`src/design/kck_pkg.sv`:
```
// Shared types, constants and the Morse pattern table for the character keyer.
`default_nettype none
package kck_pkg;

    // Field widths
    localparam int CHAR_W = 8;
    localparam int DOT_W  = 12;
    localparam int DUR_W  = 15;
    localparam int LEN_W  = 3;
    localparam int PAT_W  = 5;
    localparam int IDX_W  = 6;

    // Reset value of the unit length in ms
    localparam logic [DOT_W-1:0] DOT_TIME_RESET = 12'd300;

    // Default depth of the queue between front and back
    localparam int FIFO_DEPTH = 2;

    // ASCII landmarks
    localparam logic [CHAR_W-1:0] ASCII_LC_A  = 8'h61;
    localparam logic [CHAR_W-1:0] ASCII_LC_Z  = 8'h7A;
    localparam logic [CHAR_W-1:0] ASCII_UC_A  = 8'h41;
    localparam logic [CHAR_W-1:0] ASCII_UC_Z  = 8'h5A;
    localparam logic [CHAR_W-1:0] ASCII_ZERO  = 8'h30;
    localparam logic [CHAR_W-1:0] ASCII_NINE  = 8'h39;
    localparam logic [CHAR_W-1:0] ASCII_CASE  = 8'h20;
    localparam logic [IDX_W-1:0]  DIGIT_BASE  = 6'd26;

    // Pattern of one character: element count and dash mask (bit 0 is sent first)
    typedef struct packed {
        logic [LEN_W-1:0] len;
        logic [PAT_W-1:0] pat;
    } t_code;

    // Classified character handed from front to back
    typedef struct packed {
        logic             is_word_gap;
        logic [LEN_W-1:0] len;
        logic [PAT_W-1:0] pat;
    } t_entry;

    // Pattern table: A-Z at 0..25, 0-9 at 26..35; a set bit is a dash
    function automatic t_code kck_rom(input logic [IDX_W-1:0] idx);
        t_code c;
        c = '0;
        case (idx)
            6'd0:  c = '{len: 3'd2, pat: 5'b00010}; // A
            6'd1:  c = '{len: 3'd4, pat: 5'b00001}; // B
            6'd2:  c = '{len: 3'd4, pat: 5'b00101}; // C
            6'd3:  c = '{len: 3'd3, pat: 5'b00001}; // D
            6'd4:  c = '{len: 3'd1, pat: 5'b00000}; // E
            6'd5:  c = '{len: 3'd4, pat: 5'b00100}; // F
            6'd6:  c = '{len: 3'd3, pat: 5'b00011}; // G
            6'd7:  c = '{len: 3'd4, pat: 5'b00000}; // H
            6'd8:  c = '{len: 3'd2, pat: 5'b00000}; // I
            6'd9:  c = '{len: 3'd4, pat: 5'b01110}; // J
            6'd10: c = '{len: 3'd3, pat: 5'b00101}; // K
            6'd11: c = '{len: 3'd4, pat: 5'b00010}; // L
            6'd12: c = '{len: 3'd2, pat: 5'b00011}; // M
            6'd13: c = '{len: 3'd2, pat: 5'b00001}; // N
            6'd14: c = '{len: 3'd3, pat: 5'b00111}; // O
            6'd15: c = '{len: 3'd4, pat: 5'b00110}; // P
            6'd16: c = '{len: 3'd4, pat: 5'b01011}; // Q
            6'd17: c = '{len: 3'd3, pat: 5'b00010}; // R
            6'd18: c = '{len: 3'd3, pat: 5'b00000}; // S
            6'd19: c = '{len: 3'd1, pat: 5'b00001}; // T
            6'd20: c = '{len: 3'd3, pat: 5'b00100}; // U
            6'd21: c = '{len: 3'd4, pat: 5'b01000}; // V
            6'd22: c = '{len: 3'd3, pat: 5'b00110}; // W
            6'd23: c = '{len: 3'd4, pat: 5'b01001}; // X
            6'd24: c = '{len: 3'd4, pat: 5'b01101}; // Y
            6'd25: c = '{len: 3'd4, pat: 5'b00011}; // Z
            6'd26: c = '{len: 3'd5, pat: 5'b11111}; // 0
            6'd27: c = '{len: 3'd5, pat: 5'b11110}; // 1
            6'd28: c = '{len: 3'd5, pat: 5'b11100}; // 2
            6'd29: c = '{len: 3'd5, pat: 5'b11000}; // 3
            6'd30: c = '{len: 3'd5, pat: 5'b10000}; // 4
            6'd31: c = '{len: 3'd5, pat: 5'b00000}; // 5
            6'd32: c = '{len: 3'd5, pat: 5'b00001}; // 6
            6'd33: c = '{len: 3'd5, pat: 5'b00011}; // 7
            6'd34: c = '{len: 3'd5, pat: 5'b00111}; // 8
            6'd35: c = '{len: 3'd5, pat: 5'b01111}; // 9
            default: c = '0;
        endcase
        return c;
    endfunction

endpackage
`default_nettype wire

```
`src/design/kck_front.sv`:
```
// Front end: accepts characters, folds case and looks up the Morse pattern.
`default_nettype none
module kck_front (
    input  wire logic                          i_clk,
    input  wire logic                          i_rst_n,
    input  wire logic                          i_valid,
    output logic                               o_ready,
    input  wire logic [kck_pkg::CHAR_W-1:0]    i_character,
    input  wire logic                          i_fifo_full,
    output logic                               o_push,
    output kck_pkg::t_entry                    o_entry
);

    logic [kck_pkg::CHAR_W-1:0] upper;
    logic                       is_letter;
    logic                       is_digit;
    logic [kck_pkg::IDX_W-1:0]  rom_idx;
    kck_pkg::t_code             code;
    logic                       r_seen;

    // Fold lower case to upper case
    always_comb begin
        upper = i_character;
        if (i_character >= kck_pkg::ASCII_LC_A && i_character <= kck_pkg::ASCII_LC_Z) begin
            upper = i_character - kck_pkg::ASCII_CASE;
        end
    end

    // Classify and index the pattern table
    always_comb begin
        is_letter = (upper >= kck_pkg::ASCII_UC_A) && (upper <= kck_pkg::ASCII_UC_Z);
        is_digit  = (upper >= kck_pkg::ASCII_ZERO) && (upper <= kck_pkg::ASCII_NINE);
        if (is_letter) begin
            rom_idx = kck_pkg::IDX_W'(upper - kck_pkg::ASCII_UC_A);
        end else begin
            rom_idx = kck_pkg::IDX_W'(upper - kck_pkg::ASCII_ZERO) + kck_pkg::DIGIT_BASE;
        end
        code = kck_pkg::kck_rom(rom_idx);
    end

    // Hold off input while the queue is full or until the block is out of reset
    assign o_ready = !i_fifo_full && r_seen;
    assign o_push  = i_valid && o_ready;

    always_comb begin
        o_entry.is_word_gap = !(is_letter || is_digit);
        o_entry.len         = code.len;
        o_entry.pat         = code.pat;
    end

    // Come out of reset before taking characters
    always_ff @(posedge i_clk) begin
        if (!i_rst_n) begin
            r_seen <= 1'b0;
        end else begin
            r_seen <= 1'b1;
        end
    end

endmodule
`default_nettype wire

```
`src/design/kck_fifo.sv`:
```
// Small queue of classified characters between front and back.
`default_nettype none
module kck_fifo #(
    parameter int DEPTH = kck_pkg::FIFO_DEPTH
) (
    input  wire logic            i_clk,
    input  wire logic            i_rst_n,
    input  wire logic            i_push,
    input  wire kck_pkg::t_entry i_entry,
    output logic                 o_full,
    input  wire logic            i_pop,
    output logic                 o_valid,
    output kck_pkg::t_entry      o_entry
);

    localparam int AW = (DEPTH > 1) ? $clog2(DEPTH) : 1;
    localparam int CW = $clog2(DEPTH + 1);

    kck_pkg::t_entry r_mem [DEPTH];
    logic [AW-1:0]   r_wr;
    logic [AW-1:0]   r_rd;
    logic [CW-1:0]   r_count;
    logic            do_push;
    logic            do_pop;

    assign o_full  = (r_count == CW'(DEPTH));
    assign o_valid = (r_count != '0);
    assign o_entry = r_mem[r_rd];
    assign do_push = i_push && !o_full;
    assign do_pop  = i_pop && o_valid;

    // Store pushed entries
    always_ff @(posedge i_clk) begin
        if (do_push) begin
            r_mem[r_wr] <= i_entry;
        end
    end

    // Advance pointers and occupancy
    always_ff @(posedge i_clk) begin
        if (!i_rst_n) begin
            r_wr    <= '0;
            r_rd    <= '0;
            r_count <= '0;
        end else begin
            if (do_push) begin
                r_wr <= (r_wr == AW'(DEPTH - 1)) ? '0 : r_wr + 1'b1;
            end
            if (do_pop) begin
                r_rd <= (r_rd == AW'(DEPTH - 1)) ? '0 : r_rd + 1'b1;
            end
            if (do_push && !do_pop) begin
                r_count <= r_count + 1'b1;
            end else if (do_pop && !do_push) begin
                r_count <= r_count - 1'b1;
            end
        end
    end

endmodule
`default_nettype wire

```
`src/design/kck_back.sv`:
```
// Back end: steps through the elements of a character and emits one segment per cycle while the output is ready.
`default_nettype none
module kck_back (
    input  wire logic                         i_clk,
    input  wire logic                         i_rst_n,
    input  wire logic                         i_cfg_we,
    input  wire logic [kck_pkg::DOT_W-1:0]    i_cfg_data,
    input  wire logic                         i_fifo_valid,
    input  wire kck_pkg::t_entry              i_entry,
    output logic                              o_pop,
    output logic                              o_valid,
    input  wire logic                         i_ready,
    output logic                              o_led_level,
    output logic [kck_pkg::DUR_W-1:0]         o_duration_ms,
    output logic                              o_last_segment
);

    typedef enum logic [1:0] {
        t_units_one,
        t_units_three,
        t_units_seven
    } t_units;

    logic [kck_pkg::DOT_W-1:0] r_dot;
    logic                      r_busy;
    kck_pkg::t_entry           r_ent;
    logic [kck_pkg::LEN_W-1:0] r_elem;
    logic                      r_gap;
    logic                      r_valid;
    logic                      r_level;
    logic [kck_pkg::DUR_W-1:0] r_dur;
    logic                      r_last;

    kck_pkg::t_entry           cur;
    logic [kck_pkg::LEN_W-1:0] elem;
    logic                      gap;
    logic                      avail;
    logic                      advance;
    logic [7:0]                pat_ext;
    logic                      n_level;
    logic                      n_last;
    t_units                    units;
    logic [kck_pkg::DUR_W-1:0] dot15;
    logic [kck_pkg::DUR_W-1:0] n_dur;

    // Work on the held character, or start on the queue head
    always_comb begin
        cur     = r_busy ? r_ent : i_entry;
        elem    = r_busy ? r_elem : '0;
        gap     = r_busy ? r_gap : 1'b0;
        avail   = r_busy || i_fifo_valid;
        advance = avail && (!r_valid || i_ready);
        pat_ext = {{(8 - kck_pkg::PAT_W){1'b0}}, cur.pat};
    end

    assign o_pop = advance && !r_busy;

    // Pick the segment for this step
    always_comb begin
        if (cur.is_word_gap) begin
            n_level = 1'b1;
            units   = t_units_seven;
            n_last  = 1'b1;
        end else if (elem == cur.len) begin
            n_level = 1'b1;
            units   = t_units_three;
            n_last  = 1'b1;
        end else if (gap) begin
            n_level = 1'b1;
            units   = t_units_one;
            n_last  = 1'b0;
        end else begin
            n_level = 1'b0;
            units   = pat_ext[elem] ? t_units_three : t_units_one;
            n_last  = 1'b0;
        end
    end

    // Scale the unit count by the dot time
    always_comb begin
        dot15 = kck_pkg::DUR_W'(r_dot);
        case (units)
            t_units_one:   n_dur = dot15;
            t_units_three: n_dur = dot15 + (dot15 << 1);
            t_units_seven: n_dur = (dot15 << 3) - dot15;
            default:       n_dur = dot15;
        endcase
    end

    // Hold the unit length
    always_ff @(posedge i_clk) begin
        if (!i_rst_n) begin
            r_dot <= kck_pkg::DOT_TIME_RESET;
        end else if (i_cfg_we) begin
            r_dot <= i_cfg_data;
        end
    end

    // Advance the element sequencer
    always_ff @(posedge i_clk) begin
        if (!i_rst_n) begin
            r_busy <= 1'b0;
            r_elem <= '0;
            r_gap  <= 1'b0;
        end else if (advance) begin
            if (n_last) begin
                r_busy <= 1'b0;
                r_elem <= '0;
                r_gap  <= 1'b0;
            end else begin
                r_busy <= 1'b1;
                r_gap  <= !gap;
                r_elem <= gap ? elem + 1'b1 : elem;
            end
        end
    end

    always_ff @(posedge i_clk) begin
        if (advance && !r_busy) begin
            r_ent <= i_entry;
        end
    end

    // Output register: load a new segment or drop the taken one
    always_ff @(posedge i_clk) begin
        if (!i_rst_n) begin
            r_valid <= 1'b0;
        end else if (advance) begin
            r_valid <= 1'b1;
        end else if (i_ready) begin
            r_valid <= 1'b0;
        end
    end

    always_ff @(posedge i_clk) begin
        if (advance) begin
            r_level <= n_level;
            r_dur   <= n_dur;
            r_last  <= n_last;
        end
    end

    assign o_valid        = r_valid;
    assign o_led_level    = r_level;
    assign o_duration_ms  = r_dur;
    assign o_last_segment = r_last;

endmodule
`default_nettype wire

```
`src/design/morse_char_keyer.sv`:
```
// Top level of the Morse character keyer: front end, queue and segment sequencer.
// Each accepted character turns into a run of key segments, one segment per
// clock when the output side is ready: a single word gap for a character with
// no pattern, or for a letter or digit of n elements 2n+1 segments
// (a mark and an element gap per element, then a letter gap marked last),
// at most 11 segments for a digit. The front end and the queue keep taking
// characters while the back end works, as long as the queue has room, so the
// first segment of a queued character directly follows the last of the one
// before it. The unit length is written through the configuration port
// (reset 300 ms); the user must write it only while the keyer is idle, which
// the block itself does not enforce. Durations are 1, 3 or 7 units times that length.
`default_nettype none
module morse_char_keyer #(
    parameter int FIFO_DEPTH = kck_pkg::FIFO_DEPTH
) (
    input  wire logic                         i_clk,
    input  wire logic                         i_rst_n,
    input  wire logic                         i_cfg_we,
    input  wire logic [kck_pkg::DOT_W-1:0]    i_cfg_data,
    input  wire logic                         i_valid,
    output logic                              o_ready,
    input  wire logic [kck_pkg::CHAR_W-1:0]   i_character,
    output logic                              o_valid,
    input  wire logic                         i_ready,
    output logic                              o_led_level,
    output logic [kck_pkg::DUR_W-1:0]         o_duration_ms,
    output logic                              o_last_segment
);

    logic            fifo_full;
    logic            push;
    kck_pkg::t_entry push_entry;
    logic            pop;
    logic            fifo_valid;
    kck_pkg::t_entry head_entry;

    // Accept and classify characters
    kck_front u_front (
        .i_clk       (i_clk),
        .i_rst_n     (i_rst_n),
        .i_valid     (i_valid),
        .o_ready     (o_ready),
        .i_character (i_character),
        .i_fifo_full (fifo_full),
        .o_push      (push),
        .o_entry     (push_entry)
    );

    // Decouple front and back
    kck_fifo #(
        .DEPTH (FIFO_DEPTH)
    ) u_fifo (
        .i_clk   (i_clk),
        .i_rst_n (i_rst_n),
        .i_push  (push),
        .i_entry (push_entry),
        .o_full  (fifo_full),
        .i_pop   (pop),
        .o_valid (fifo_valid),
        .o_entry (head_entry)
    );

    // Emit segments
    kck_back u_back (
        .i_clk          (i_clk),
        .i_rst_n        (i_rst_n),
        .i_cfg_we       (i_cfg_we),
        .i_cfg_data     (i_cfg_data),
        .i_fifo_valid   (fifo_valid),
        .i_entry        (head_entry),
        .o_pop          (pop),
        .o_valid        (o_valid),
        .i_ready        (i_ready),
        .o_led_level    (o_led_level),
        .o_duration_ms  (o_duration_ms),
        .o_last_segment (o_last_segment)
    );

endmodule
`default_nettype wire
```
`config.mk`:
```
export PLATFORM = sky130hd
export DESIGN_NAME = morse_char_keyer
export DESIGN_NICKNAME = d
export VERILOG_FILES = /design/src/design/kck_pkg.sv /design/src/design/kck_front.sv /design/src/design/kck_fifo.sv /design/src/design/kck_back.sv /design/src/design/morse_char_keyer.sv
export SDC_FILE = /design/constraint.sdc
export NUM_CORES = 1
export LEC_CHECK = 0
export ABC_AREA = 1
export BUFFER_PORTS_ARGS = -buffer_cell sky130_fd_sc_hd__buf_2
export CAP_MARGIN = 20
export CORE_MARGIN = 10
export CORE_UTILIZATION = 45
export CTS_CLUSTER_DIAMETER = 50
export DETAILED_ROUTE_END_ITERATION = 12
export GPL_TIMING_DRIVEN = 0
export MAX_ROUTING_LAYER = met4
export PLACE_DENSITY = 0.67
export SLEW_MARGIN = 20
export SYNTH_ARGS = -nofsm -noshare
export SYNTH_HDL_FRONTEND = slang
export SYNTH_SLANG_ARGS = --single-unit
```
`constraint.sdc`:
```
create_clock -name i_clk -period 3.9 [get_ports i_clk]
set_clock_uncertainty 0.05 [all_clocks]
set_input_delay 0.195 -clock i_clk [delete_from_list [all_inputs] [get_ports i_clk]]
set_output_delay 0.195 -clock i_clk [all_outputs]
set_load 0.1 [all_outputs]
```
==> summary by stage <==
Outcome
The flow ran to the end, and the final reports show no timing, DRC or antenna violations.

STA
Setup violations remaining at the end of the flow were counted as 0. The final hold violation count is 0. The pin slew with the least headroom to its limit is 0.778 ns. After layout, the worst setup slack is 1.23 ns. The number of max-slew violations in the final report came to 0.

The setup TNS is 0 ns. The time the worst path needs with I/O delays and setup is 2.67 ns. The tightest hold path in the finished design has a slack of 0.00495 ns. The relative slew slack is 48.1%.

Setup repair after global routing left no endpoint under its margin. The share of the clock period used by the worst path after layout is 68.4%. Timing would allow up to 0.375 GHz.

Worst setup path
For flop-to-flop paths, the worst setup slack is 1.41 ns. The type of element capturing the critical path is a register. The class of the most critical setup path is in -> reg. The data required time at the worst endpoint is 3.96 ns. The worst setup path is launched from a primary input.

Of all nets on the critical path, the largest fanout is 8. The arrival time at the worst endpoint is 2.72 ns.

Power
Summed over all cells, the static leakage comes to 0.00248 µW. For this design the ratio of total power to cell area is 674 nW/µm². The worst-case IR drop observed on VDD is 0.480 mV.

Placement
The post-detailed-placement cell area is 5150 µm². In this run the tool buffered the top-level ports with 41 buffer cells. The routability congestion estimate is 0.949. Prior to clock tree synthesis, the placed netlist has a worst setup slack of 0.849 ns. The cell count after placement is 774. The placed wire-length estimate after detailed placement is 8560 µm.

Synthesis
The most common cell in the synthesized netlist is sky130_fd_sc_hd__nand2_1. In the post-synthesis netlist, the biggest area contributors are sky130_fd_sc_hd__edfxtp_1 28%, sky130_fd_sc_hd__nand2_1 12%, sky130_fd_sc_hd__ha_1 11%, sky130_fd_sc_hd__dfxtp_1 10%, sky130_fd_sc_hd__a21oi_1 5.8%. The number of storage elements in the synthesis netlist is 68.

The simple-gate share of the synthesized area is 24.7%. The post-synthesis share of cell area spent on full adders, half adders and majority gates is 11.7%. The synthesized netlist devotes 2.76% of its cell area to XOR and XNOR gates. Summed over all instances, the cell type with the most area after synthesis is sky130_fd_sc_hd__edfxtp_1.

The share of the synthesized area in the top cell type is 27.8%. The most used flip-flop cell after synthesis is sky130_fd_sc_hd__edfxtp_1. During synthesis, Yosys emitted a total of 0 warnings. The number of flops mapped to enable cells by yosys is 44. By area, the combinational part of the netlist is dominated by simple AND/OR/NAND/NOR gates. The synthesized netlist devotes 15.9% of its cell area to compound gates.

The number of library cell types mapped by synthesis is 44. The net count after synthesis is 666. The mean instance size in the synthesized netlist is 7.97 µm².

The number of instances in the synthesized netlist is 597. The share of synthesized registers carrying an async set or reset is 0%. Of the synthesized area, sequential elements account for 37.9%. The multiplexer fraction of the synthesized cell area is 0.210%. After synthesis, the most frequently instantiated cells are 148 x sky130_fd_sc_hd__nand2_1, 64 x sky130_fd_sc_hd__inv_1, 55 x sky130_fd_sc_hd__a21oi_1. The synthesized netlist occupies a cell area of 4760 µm².

Drt
For this block, the routed nets add up to 11,200 µm of wire. Across all layers, the routed design uses 4,171 vias. Dividing the detail-routed wire length by the instance count gives 14.2 µm.

The detailed router finished its first iteration with 314 violations. The per-cell via count in the routed design is 5.27. The first-pass iteration count of the detailed router is 4. The detail route stage leaves a number of antenna-violating nets equal to 0. In the routed design, unresolved DRC markers number 0.

Floorplanning
The floorplan row count is 37. The placeable core area is 10,300 µm². The initial utilization of the core area, before any placement, comes to 46.1%. The number of primary I/O pins is 44.

The die outline area is 15,100 µm². In this run the horizontal extent of the chip is 123 µm. The height of the die is 123 µm.

Layout
Relative to the synthesized area, the layout overhead comes to 12.7%. The layout filler cell count is 998. The proportion of layout cells with a drive suffix above 1 is 15.4%. Once layout is done, the placed cells without fillers occupy 5370 µm². The number of antenna repair diodes is 0.

The final standard cell count with taps included and fillers excluded is 791. The net count of the finished layout is 719.

Global route
Entering global routing, the biggest net connects 23 pins. The overall overflow remaining after global route is 0. The first global-routing pass estimated 19,000 µm of wire. The global routing usage summed across all routing layers is 15.8%. The initial antenna violation count is 0.

The number of global-route vias before repair came to 4,082.

Clocking
The root buffer selected by CTS is sky130_fd_sc_hd__clkbuf_8. TritonCTS built the clock tree. The H-tree was split into 3 levels. Counting along the longest clock path gives a buffer depth of 2. Clock-pin slew was measured on the worst setup and hold paths at 0.08 ns. The number of sinks driven by the clock tree is 68. The clock buffer count from CTS is 9. The clock reaches the later pin of the worst-skew pair after 0.36 ns.

Flow run
The max-cap check violation count is 0.

Min path
The worst hold path class is in -> reg.
routing by layer:
layer | track usage [%] | wire, µm
met5 | - | 0
met4 | 6.77 | 203
met3 | 2.71 | 620
met1 | 19.0 | 5210
met2 | 25.6 | 5170
timing repair:
action,CTS,global route
setup endpoints to repair,0,0
hold buffers,1,0
endpoints found under the hold margin,1,0
setup buffers,0,0
resized for setup,0,0
worst max-delay path, stage by stage:
cell and delay, ns:
sky130_fd_sc_hd__buf_2 0.14, sky130_fd_sc_hd__inv_1 0.16, sky130_fd_sc_hd__ha_1 0.19, sky130_fd_sc_hd__nor2_1 0.05
sky130_fd_sc_hd__nand3_1 0.07, sky130_fd_sc_hd__nand2_1 0.06, sky130_fd_sc_hd__nor2_2 0.15, sky130_fd_sc_hd__nand3_2 0.11
sky130_fd_sc_hd__nand2_4 0.13, sky130_fd_sc_hd__inv_2 0.05, sky130_fd_sc_hd__nand2_2 0.15, sky130_fd_sc_hd__nand2_1 0.08
sky130_fd_sc_hd__nand2_2 0.16, sky130_fd_sc_hd__inv_1 0.15, sky130_fd_sc_hd__ha_1 0.32, sky130_fd_sc_hd__inv_1 0.06
sky130_fd_sc_hd__nand2_1 0.11, sky130_fd_sc_hd__nand3_1 0.14, sky130_fd_sc_hd__nand3_1 0.08, sky130_fd_sc_hd__nand3_1 0.08
sky130_fd_sc_hd__nand2_1 0.08
area by class of cell:
cell class              instances  area (µm²)  area share, %
plain buffers                  10        66.3           1.24
clock buffers                   9         124           2.31
clock inverters                 7        81.3           1.52
inverters                      69         259           4.83
multi-input cells             450        2650           49.3
flip-flops and latches         68        1800           33.6
well taps                     136         170           3.17
repair buffers                 42         215           4.01
stage by stage:
stage | total power (µW) | util, %
global route | 3840 | 52.0
detailed placement | 3020 | 49.9
floorplan | 2640 | -
finish | 3620 | 52.0
global placement | 2980 | 49.7
CTS | 3630 | 52.0
kinds of logic after synthesis:
kind of cell               after synthesis
buffers and inverters                   79
muxes                                    1
DFF                                     68
AOI/OAI and AO/OA                      132
and+or+nand+nor                        258
adders and majority gates               44
xor gates and xnor gates                15
sequential cells by signal (all words and copies together) (netlist names), named ones only:
signal,flops
u_fifo.r_rd,1
u_back.o_led_level,1
u_fifo.r_wr,1
u_back.r_elem,3
u_back.r_gap,1
u_back.r_busy,1
u_back.r_ent,9
u_back.o_duration_ms,15
u_back.o_valid,1
u_fifo.r_mem,18
u_fifo.r_count,2
u_front.r_seen,1
u_back.r_dot,12
u_back.o_last_segment,1
power by group:
| part | internal (µW) | switching, µW |
|---|---|---|
| combinational | 387 | 1470 |
| clock | 304 | 304 |
| sequential | 1070 | 76.7 |
| total | 1760 | 1850 |
path summary, 6_finish.rpt:
check	from	endpoint	cells after the start
max	i_character[1]	u_fifo.r_mem[1][2]$_DFFE_PP_	21
min	i_cfg_data[2]	u_back.r_dot[2]$_SDFFE_PN1P_	3
max reg2reg	u_back.r_dot[2]$_SDFFE_PN1P_	u_back.o_duration_ms[12]$_DFFE_PP_	11
min reg2reg	u_fifo.r_rd$_SDFFE_PN0P_	register	1
cell usage in the layout (no fill, tap or decap), types with 3 or more instances in the layout:
cell type and count:
sky130_fd_sc_hd__nand2_1 148, sky130_fd_sc_hd__inv_1 64, sky130_fd_sc_hd__a21oi_1 55, sky130_fd_sc_hd__o21ai_0 46
sky130_fd_sc_hd__edfxtp_1 44, sky130_fd_sc_hd__buf_2 43, sky130_fd_sc_hd__ha_1 43, sky130_fd_sc_hd__nand3_1 40
sky130_fd_sc_hd__nor2_1 28, sky130_fd_sc_hd__dfxtp_1 24, sky130_fd_sc_hd__nand2_2 14, sky130_fd_sc_hd__xor2_1 10
sky130_fd_sc_hd__clkbuf_8 9, sky130_fd_sc_hd__o221ai_1 8, sky130_fd_sc_hd__nand2_4 6, sky130_fd_sc_hd__nand4_1 5
sky130_fd_sc_hd__xnor2_1 5, sky130_fd_sc_hd__o211ai_1 5, sky130_fd_sc_hd__inv_2 4, sky130_fd_sc_hd__nor2_2 4
sky130_fd_sc_hd__clkbuf_1 4, sky130_fd_sc_hd__nor3_1 4, sky130_fd_sc_hd__buf_6 3, sky130_fd_sc_hd__nand3_2 3
sky130_fd_sc_hd__inv_6 3
No activity file was read; power rests on OpenSTA's default activity.
